--- config.mk ---
export PLATFORM = sky130hd
export DESIGN_NAME = delimited_frame_checksum_decoder
export DESIGN_NICKNAME = d
export VERILOG_FILES = /design/src/hw/rtl/dfcd_pkg.sv /design/src/hw/rtl/delimited_frame_checksum_decoder.sv /design/src/hw/rtl/dfcd_core.sv /design/src/hw/rtl/dfcd_outq.sv
export SDC_FILE = /design/constraint.sdc
export NUM_CORES = 1
export LEC_CHECK = 0
export BUFFER_PORTS_ARGS = -buffer_cell sky130_fd_sc_hd__buf_2
export CAP_MARGIN = 10
export CORE_MARGIN = 8
export CORE_UTILIZATION = 50
export DETAILED_ROUTE_END_ITERATION = 6
export HOLD_SLACK_MARGIN = 0.15
export PLACE_DENSITY = 0.68
export SETUP_SLACK_MARGIN = 0.05
export SLEW_MARGIN = 20
export SYNTH_ARGS = -nofsm -noshare
export SYNTH_HDL_FRONTEND = slang
export SYNTH_SLANG_ARGS = --single-unit
--- constraint.sdc ---
create_clock -name clk -period 8.3 [get_ports clk]
set_clock_uncertainty 0.15 [all_clocks]
set_input_delay 0.415 -clock clk [delete_from_list [all_inputs] [get_ports clk]]
set_output_delay 0.415 -clock clk [all_outputs]
set_load 0.005 [all_outputs]
--- src/hw/rtl/dfcd_pkg.sv ---
package dfcd_pkg;

  // Frame status codes
  typedef enum logic [2:0] {
    ST_OK        = 3'd0,
    ST_SHORT     = 3'd1,
    ST_BAD_START = 3'd2,
    ST_BAD_DEV   = 3'd3,
    ST_BAD_CSUM  = 3'd4,
    ST_BAD_END   = 3'd5,
    ST_TOO_LONG  = 3'd6
  } status_t;

  typedef enum logic {
    KIND_DATA   = 1'b0,
    KIND_STATUS = 1'b1
  } kind_t;

  // Configuration register indexes
  localparam logic [7:0] REG_START_CODE = 8'd0;
  localparam logic [7:0] REG_END_CODE   = 8'd1;

  localparam logic [7:0] START_CODE_RST = 8'd16;
  localparam logic [7:0] END_CODE_RST   = 8'd22;

  localparam logic [7:0] DEV_BROADCAST = 8'd255;
  localparam logic [7:0] DEV_MAX       = 8'd99;
  localparam logic [1:0] HOLD_DEPTH    = 2'd2;
  localparam logic [8:0] POS_MAX       = 9'd511;
  localparam logic [8:0] MIN_FRAME     = 9'd5;

  typedef struct packed {
    kind_t      kind;
    logic [7:0] data_byte;
    status_t    status;
    logic [7:0] device;
    logic [7:0] request;
    logic [7:0] count;
    logic       last;
  } res_t;

  // Up to two results produced by one byte, packed from slot 0
  typedef struct packed {
    logic [1:0]      num;
    res_t [1:0]      res;
  } push_t;

endpackage

--- src/hw/rtl/delimited_frame_checksum_decoder.sv ---
// Channel   Dir  Signals                         Payload
// s_axis    in   s_tvalid s_tready s_tdata s_tlast  rx_byte, end_of_buffer
// m_axis    out  m_tvalid m_tready m_tdata m_tuser  result fields, last_of_run
//                m_tlast
// cfg       in   cfg_valid cfg_ready cfg_index      start_code / end_code writes
//                cfg_data
//
// One byte per cycle: a byte sits in the input register, is decoded
// combinationally and its results (zero, one or two) are written to a 4-entry
// result queue. A byte that ends a frame after a confirmed data byte yields two
// results, which drain one per cycle while m_tready is high. rst is synchronous
// and clears the frame state and queue; config regs return to 16 / 22. The input
// stalls only when the queue lacks room for two results.
module delimited_frame_checksum_decoder #(
  parameter int MAX_DATA = 255
) (
  input  logic        clk,
  input  logic        rst,
  // slave stream
  input  logic        s_tvalid,
  output logic        s_tready,
  input  logic [7:0]  s_tdata,   // [7:0] rx_byte
  input  logic        s_tlast,   // end_of_buffer
  // master stream
  output logic        m_tvalid,
  input  logic        m_tready,
  output logic [39:0] m_tdata,   // [7:0] data_byte, [10:8] frame_status,
                                 // [18:11] device_number, [26:19] request_code,
                                 // [34:27] data_count, [39:35] zero
  output logic        m_tuser,   // result_kind
  output logic        m_tlast,   // last_of_run
  // configuration write channel
  input  logic        cfg_valid,
  output logic        cfg_ready,
  input  logic [7:0]  cfg_index,
  input  logic [7:0]  cfg_data
);

  logic       in_valid;
  logic [7:0] in_byte;
  logic       in_last;
  logic       room;
  logic       fire;
  logic [7:0] start_code;
  logic [7:0] end_code;

  dfcd_pkg::push_t push;
  dfcd_pkg::res_t  out_res;

  // Config writes are always taken
  assign cfg_ready = 1'b1;

  always_ff @(posedge clk) begin
    if (rst) begin
      start_code <= dfcd_pkg::START_CODE_RST;
      end_code   <= dfcd_pkg::END_CODE_RST;
    end else if (cfg_valid) begin
      if (cfg_index == dfcd_pkg::REG_START_CODE) begin
        start_code <= cfg_data;
      end else if (cfg_index == dfcd_pkg::REG_END_CODE) begin
        end_code <= cfg_data;
      end
    end
  end

  // Input register: refilled in the same cycle it is consumed
  assign fire     = in_valid && room;
  assign s_tready = !in_valid || room;

  always_ff @(posedge clk) begin
    if (rst) begin
      in_valid <= 1'b0;
    end else if (s_tready) begin
      in_valid <= s_tvalid;
    end
  end

  always_ff @(posedge clk) begin
    if (s_tready && s_tvalid) begin
      in_byte <= s_tdata;
      in_last <= s_tlast;
    end
  end

  dfcd_core #(
    .MAX_DATA(MAX_DATA)
  ) u_core (
    .clk          (clk),
    .rst          (rst),
    .fire         (fire),
    .rx_byte      (in_byte),
    .end_of_buffer(in_last),
    .start_code   (start_code),
    .end_code     (end_code),
    .push         (push)
  );

  dfcd_outq u_outq (
    .clk      (clk),
    .rst      (rst),
    .push     (push),
    .room     (room),
    .out_valid(m_tvalid),
    .out_ready(m_tready),
    .out_res  (out_res)
  );

  assign m_tuser = out_res.kind;
  assign m_tlast = out_res.last;
  assign m_tdata = {5'b00000, out_res.count, out_res.request, out_res.device,
                    out_res.status, out_res.data_byte};

endmodule

--- src/hw/rtl/dfcd_core.sv ---
module dfcd_core #(
  parameter int MAX_DATA = 255
) (
  input  logic                clk,
  input  logic                rst,
  input  logic                fire,
  input  logic [7:0]          rx_byte,
  input  logic                end_of_buffer,
  input  logic [7:0]          start_code,
  input  logic [7:0]          end_code,
  output dfcd_pkg::push_t     push
);

  localparam logic [7:0] MAX_CNT = 8'(MAX_DATA);

  logic [8:0]        pos, pos_next;
  logic [7:0]        h0, h0_next;
  logic [7:0]        h1, h1_next;
  logic [1:0]        hc, hc_next;
  logic [7:0]        sum, sum_next;
  dfcd_pkg::status_t err, err_next;
  logic [7:0]        dev, dev_next;
  logic [7:0]        req, req_next;
  logic [7:0]        cnt, cnt_next;

  always_comb begin
    pos_next = pos;
    h0_next  = h0;
    h1_next  = h1;
    hc_next  = hc;
    sum_next = sum;
    err_next = err;
    dev_next = dev;
    req_next = req;
    cnt_next = cnt;
    push     = '0;

    if (pos == 9'd0) begin
      if (rx_byte != start_code && err_next == dfcd_pkg::ST_OK) begin
        err_next = dfcd_pkg::ST_BAD_START;
      end
    end else if (pos == 9'd1) begin
      dev_next = rx_byte;
      sum_next = rx_byte;
      if (rx_byte != dfcd_pkg::DEV_BROADCAST && rx_byte > dfcd_pkg::DEV_MAX &&
          err_next == dfcd_pkg::ST_OK) begin
        err_next = dfcd_pkg::ST_BAD_DEV;
      end
    end else if (pos == 9'd2) begin
      req_next = rx_byte;
      sum_next = sum + rx_byte;
    end else if (hc >= dfcd_pkg::HOLD_DEPTH) begin
      // oldest held byte is now confirmed as data
      if (cnt < MAX_CNT) begin
        sum_next = sum + h0;
        cnt_next = cnt + 8'd1;
        push.res[0].kind      = dfcd_pkg::KIND_DATA;
        push.res[0].data_byte = h0;
        push.res[0].last      = ~end_of_buffer;
        push.num              = 2'd1;
      end else if (err_next == dfcd_pkg::ST_OK) begin
        err_next = dfcd_pkg::ST_TOO_LONG;
      end
      h0_next = h1;
      h1_next = rx_byte;
    end else begin
      if (hc[0]) begin
        h1_next = rx_byte;
      end else begin
        h0_next = rx_byte;
      end
      hc_next = hc + 2'd1;
    end

    if (pos < dfcd_pkg::POS_MAX) begin
      pos_next = pos + 9'd1;
    end

    if (end_of_buffer) begin
      if (pos_next < dfcd_pkg::MIN_FRAME) begin
        if (err_next == dfcd_pkg::ST_OK) begin
          err_next = dfcd_pkg::ST_SHORT;
        end
      end else if (err_next == dfcd_pkg::ST_OK || err_next == dfcd_pkg::ST_TOO_LONG) begin
        if (h0_next != ~sum_next) begin
          err_next = dfcd_pkg::ST_BAD_CSUM;
        end else if (h1_next != end_code) begin
          err_next = dfcd_pkg::ST_BAD_END;
        end
      end
      if (push.num == 2'd0) begin
        push.res[0].kind    = dfcd_pkg::KIND_STATUS;
        push.res[0].status  = err_next;
        push.res[0].device  = dev_next;
        push.res[0].request = req_next;
        push.res[0].count   = cnt_next;
        push.res[0].last    = 1'b1;
      end else begin
        push.res[1].kind    = dfcd_pkg::KIND_STATUS;
        push.res[1].status  = err_next;
        push.res[1].device  = dev_next;
        push.res[1].request = req_next;
        push.res[1].count   = cnt_next;
        push.res[1].last    = 1'b1;
      end
      push.num = push.num + 2'd1;
      // frame done: back to the idle frame state
      pos_next = '0;
      h0_next  = '0;
      h1_next  = '0;
      hc_next  = '0;
      sum_next = '0;
      err_next = dfcd_pkg::ST_OK;
      dev_next = '0;
      req_next = '0;
      cnt_next = '0;
    end

    if (!fire) begin
      push.num = 2'd0;
    end
  end

  always_ff @(posedge clk) begin
    if (rst) begin
      pos <= '0;
      h0  <= '0;
      h1  <= '0;
      hc  <= '0;
      sum <= '0;
      err <= dfcd_pkg::ST_OK;
      dev <= '0;
      req <= '0;
      cnt <= '0;
    end else if (fire) begin
      pos <= pos_next;
      h0  <= h0_next;
      h1  <= h1_next;
      hc  <= hc_next;
      sum <= sum_next;
      err <= err_next;
      dev <= dev_next;
      req <= req_next;
      cnt <= cnt_next;
    end
  end

endmodule

--- src/hw/rtl/dfcd_outq.sv ---
module dfcd_outq (
  input  logic             clk,
  input  logic             rst,
  input  dfcd_pkg::push_t  push,
  output logic             room,
  output logic             out_valid,
  input  logic             out_ready,
  output dfcd_pkg::res_t   out_res
);

  dfcd_pkg::res_t entries [4];
  logic [1:0] wptr;
  logic [1:0] rptr;
  logic [2:0] count;
  logic       pop;

  assign pop       = out_valid && out_ready;
  assign out_valid = (count != 3'd0);
  assign out_res   = entries[rptr];
  // room for a full pair regardless of this cycle's pop
  assign room      = (count <= 3'd2);

  always_ff @(posedge clk) begin
    if (push.num != 2'd0) begin
      entries[wptr] <= push.res[0];
    end
    if (push.num == 2'd2) begin
      entries[wptr + 2'd1] <= push.res[1];
    end
  end

  always_ff @(posedge clk) begin
    if (rst) begin
      wptr  <= '0;
      rptr  <= '0;
      count <= '0;
    end else begin
      wptr  <= wptr + push.num;
      rptr  <= rptr + {1'b0, pop};
      count <= count + {1'b0, push.num} - {2'b00, pop};
    end
  end

endmodule
==> impl_metrics.toml <==
[grt]
antenna_found_initial = 0
grt_pass1_vias = 9378
grt_pass1_wl_mm = 51.23
grt.total_usage_pct = 20.53
grt_max_degree = 84
overflow = 0

[synthesis]
synth_area_leaders = "edfxtp_1 30%, dfxtp_1 19%, nor2_1 7.0%, mux4_2 6.7%, a21oi_1 3.1%"
syn_area_per_cell_um2 = 9.993
async_flop_share_pct = 0
ys_seq_elements = 243
synth_edf_count = 125
yosys.area.top_type = "edfxtp_1"
ys_seq_area_share_pct = 48.85
synth_warnings = 0
synth_top_area_share_pct = 29.98
postSynthCellCount = 1253
ys.flop_type = "edfxtp_1"
syn_area_um2 = 12520
synth_cell_types = 75

[die]
dieArea_um2 = 30360
core_um2 = 24890
fp-row-count = 58
io_pins = 75
die_x_um = 174.2
initial_core_util_pct = 50.30
die_h_um = 174.2

[timing]
finalSetupTns_ns = 0
tightest_slew_ns = 1.049
fin_crit_sh_pct = 66.46
fmax_ghz = 0.1813
hold_viol = 0
relSlewSlack_pct = 30.08
rsz0062_at_grt = "no"
setup_violations = 0
slew_viol_final = 0
period_needed_ns = 5.516

[clock_tree]
clock-sinks = 243
root_buffer = "clkbuf_16"
ctsHtreeMaxLevel = 1
cts_buffers = 27
clkLatencyLatePin_ns = 0.54
clkTransAtPathRegs_ns = 0.06
clk_path_buf_depth = 3
cts_tree = "built"
ctsResizeCount = 0

[detailed_routing]
drc = 0
drt.antenna.violating_nets = 0
drt_first_pass_iters = 6
wire_per_inst_um = 19.47
first_iter_violations = 1084
wirelength_mm = 32.20
num_vias = 9791
vias_per_cell = 5.920

[worst_setup_path]
cp_data_required_time_ns = 8.54
max_stage_delay_ns = 0.59
critical_path_class = "register to register"
path_max_fanout = 22
worstSetupStartpointType = "register"
arrival_ns = 5.75
path_cells = "inv_1 > ha_1 > or3_1 > nand3_1 > nand2_1 > inv_1 > ha_1 > nand3_1 > nor3_1 > nand2_1 > and2_1 > nand2b_1 > nor3_1"
crit_slowest_cell = "nor3_1"
critPathCaptureType = "register"

[cells_and_area]
final_cell_count_no_fill = 1654
area.sequential_um2 = 6121
nFillCells = 2166
multiInputGateArea_um2 = 5946
antennaDiodeCount = 0
syn_to_final_growth_pct = 12.39
layout-drive-gt1-share_pct = 13.44
finalNetCount = 1363

[pwr]
powerDensity_nw_per_um2 = 210.9
ir_worst_vdd_v = 0.0001545
power_mw = 2.967
leakagePower_nw = 4.969

[place]
hpwl_mm = 22.24
gp_congestion = 0.9217
numPortBuffers = 68
place_inst = 1586

[run]
drv_cap = 0

[status]
outcome = "complete, no violations"

[min_path]
hp-class = "input port to register"
==> metrics by stage <==
stage | hold WS, ns | utilization, % | area (um^2) | setup WS (ns)
2_1_floorplan | 0.2940 | - | 12540 | 3.989
3_3_place_gp | 0.3067 | 52.29 | 13020 | 2.983
3_5_place_dp | 0.3113 | 52.29 | 13020 | 2.887
4_1_cts | 0.2004 | 56.52 | 14070 | 2.870
5_1_grt | 0.2386 | 56.53 | 14070 | 2.276
6_report | 0.2141 | 56.53 | 14070 | 2.784
==> layout make-up <==
cell class | count | area share, %
clock buffers | 34 | 5.077
clock inverters | 16 | 1.129
inverters | 31 | 0.8269
multi-input cells | 903 | 42.25
flip-flops and latches | 243 | 43.50
well taps | 330 | 2.934
repair buffers | 97 | 4.286
==> cells in the mapped netlist, drive strengths merged, types with 9 or more instances <==
| cell | n |
|---|---|
| a22oi | 42 |
| a21oi | 78 |
| edfxtp | 125 |
| dfxtp | 118 |
| nor2b | 20 |
| a211oi | 9 |
| ha | 27 |
| xnor2 | 17 |
| mux4 | 37 |
| nand3 | 21 |
| inv | 30 |
| buf | 29 |
| nor3 | 20 |
| a22o | 34 |
| and3 | 13 |
| nand2 | 95 |
| and2 | 11 |
| o22ai | 15 |
| xor2 | 22 |
| o21ai | 65 |
| mux2i | 16 |
| clkbuf | 51 |
| or3 | 9 |
| nor2 | 234 |
==> cell families (layout without fill, tap and decap cells) <==
logic type / count (synthesis) / after routing / synth area share, %
other: 2 / 6 / 0.05998
adders and majority gates: 30 / 30 / 3.178
DFF: 243 / 243 / 48.85
xor gates and xnor gates: 39 / 39 / 2.728
AOI/OAI and AO/OA: 310 / 310 / 16.49
muxes: 59 / 59 / 8.474
and+or+nand+nor: 459 / 459 / 16.44
buffers and inverters: 111 / 178 / 3.787
==> worst paths after layout <==
check | startpoint | endpoint | slack, ns | depth (start not counted)
worst max register to register | u_core.pos[0]$_SDFFE_PP0P_ | u_outq.entries[1][26]$_DFFE_PP_ | 2.78 | 13
worst max-delay path | u_core.pos[0]$_SDFFE_PP0P_ | u_outq.entries[1][26]$_DFFE_PP_ | 2.78 | 13
worst min-delay path | m_tready | u_outq.rptr[0]$_SDFF_PP0_ | 0.21 | 4
worst min register to register | u_outq.entries[2][34]$_SDFFE_PP0P_ | u_outq.entries[2][34]$_SDFFE_PP0P_ | 0.33 | 1
==> layout by cell type, fill, tap and decap left out, types with 34 or more instances in the layout <==
cell type,count
a21oi_1,77
o21ai_0,63
a22o_1,34
a22oi_1,41
edfxtp_1,125
mux4_2,37
nor2_1,234
dfxtp_1,116
buf_2,68
nand2_1,95
==> power breakdown <==
| group | internal, mW | switching (mW) | total, mW |
|---|---|---|---|
| clock | 0.680 | 0.492 | 1.17 |
| sequential | 1.29 | 0.0433 | 1.33 |
| combinational | 0.217 | 0.250 | 0.467 |
==> flip-flops by register name (all words and copies together) (netlist names) <==
name            count
end_code            8
u_outq.rptr         2
u_core.pos          9
u_core.dev          8
start_code          8
u_outq.wptr         2
u_outq.entries    148
in_byte             8
u_core.err          3
u_core.h0           8
in_valid            1
u_core.sum          8
u_core.h1           8
in_last             1
u_core.req          8
u_core.hc           2
u_outq.count        3
u_core.cnt          8
==> timing repair <==
item	CTS	global route
hold endpoints to repair	26	0
endpoints found under the setup margin	0	0
buffers inserted	0	0
hold buffers	18	0
==> layer usage <==
metal | vias up | track usage, % | routed length [um]
met5 | - | 0 | 0
met4 | 0 | 5.914 | 729
met3 | 51 | 2.972 | 2170
met2 | 387 | 33.09 | 14810
met1 | 4671 | 28.34 | 14490
li1 | 4682 | - | -
==> worst max-delay path: cells and delay by family, from the launching register on <==
family | cells | cell delay [ns]
AND/OR/NAND/NOR | 9 | 3.28
flip-flops | 1 | 0.48
buffers and inverters | 2 | 0.68
adder cells (fa/ha/maj) | 2 | 0.76
No activity file was read; power rests on OpenSTA's default activity.
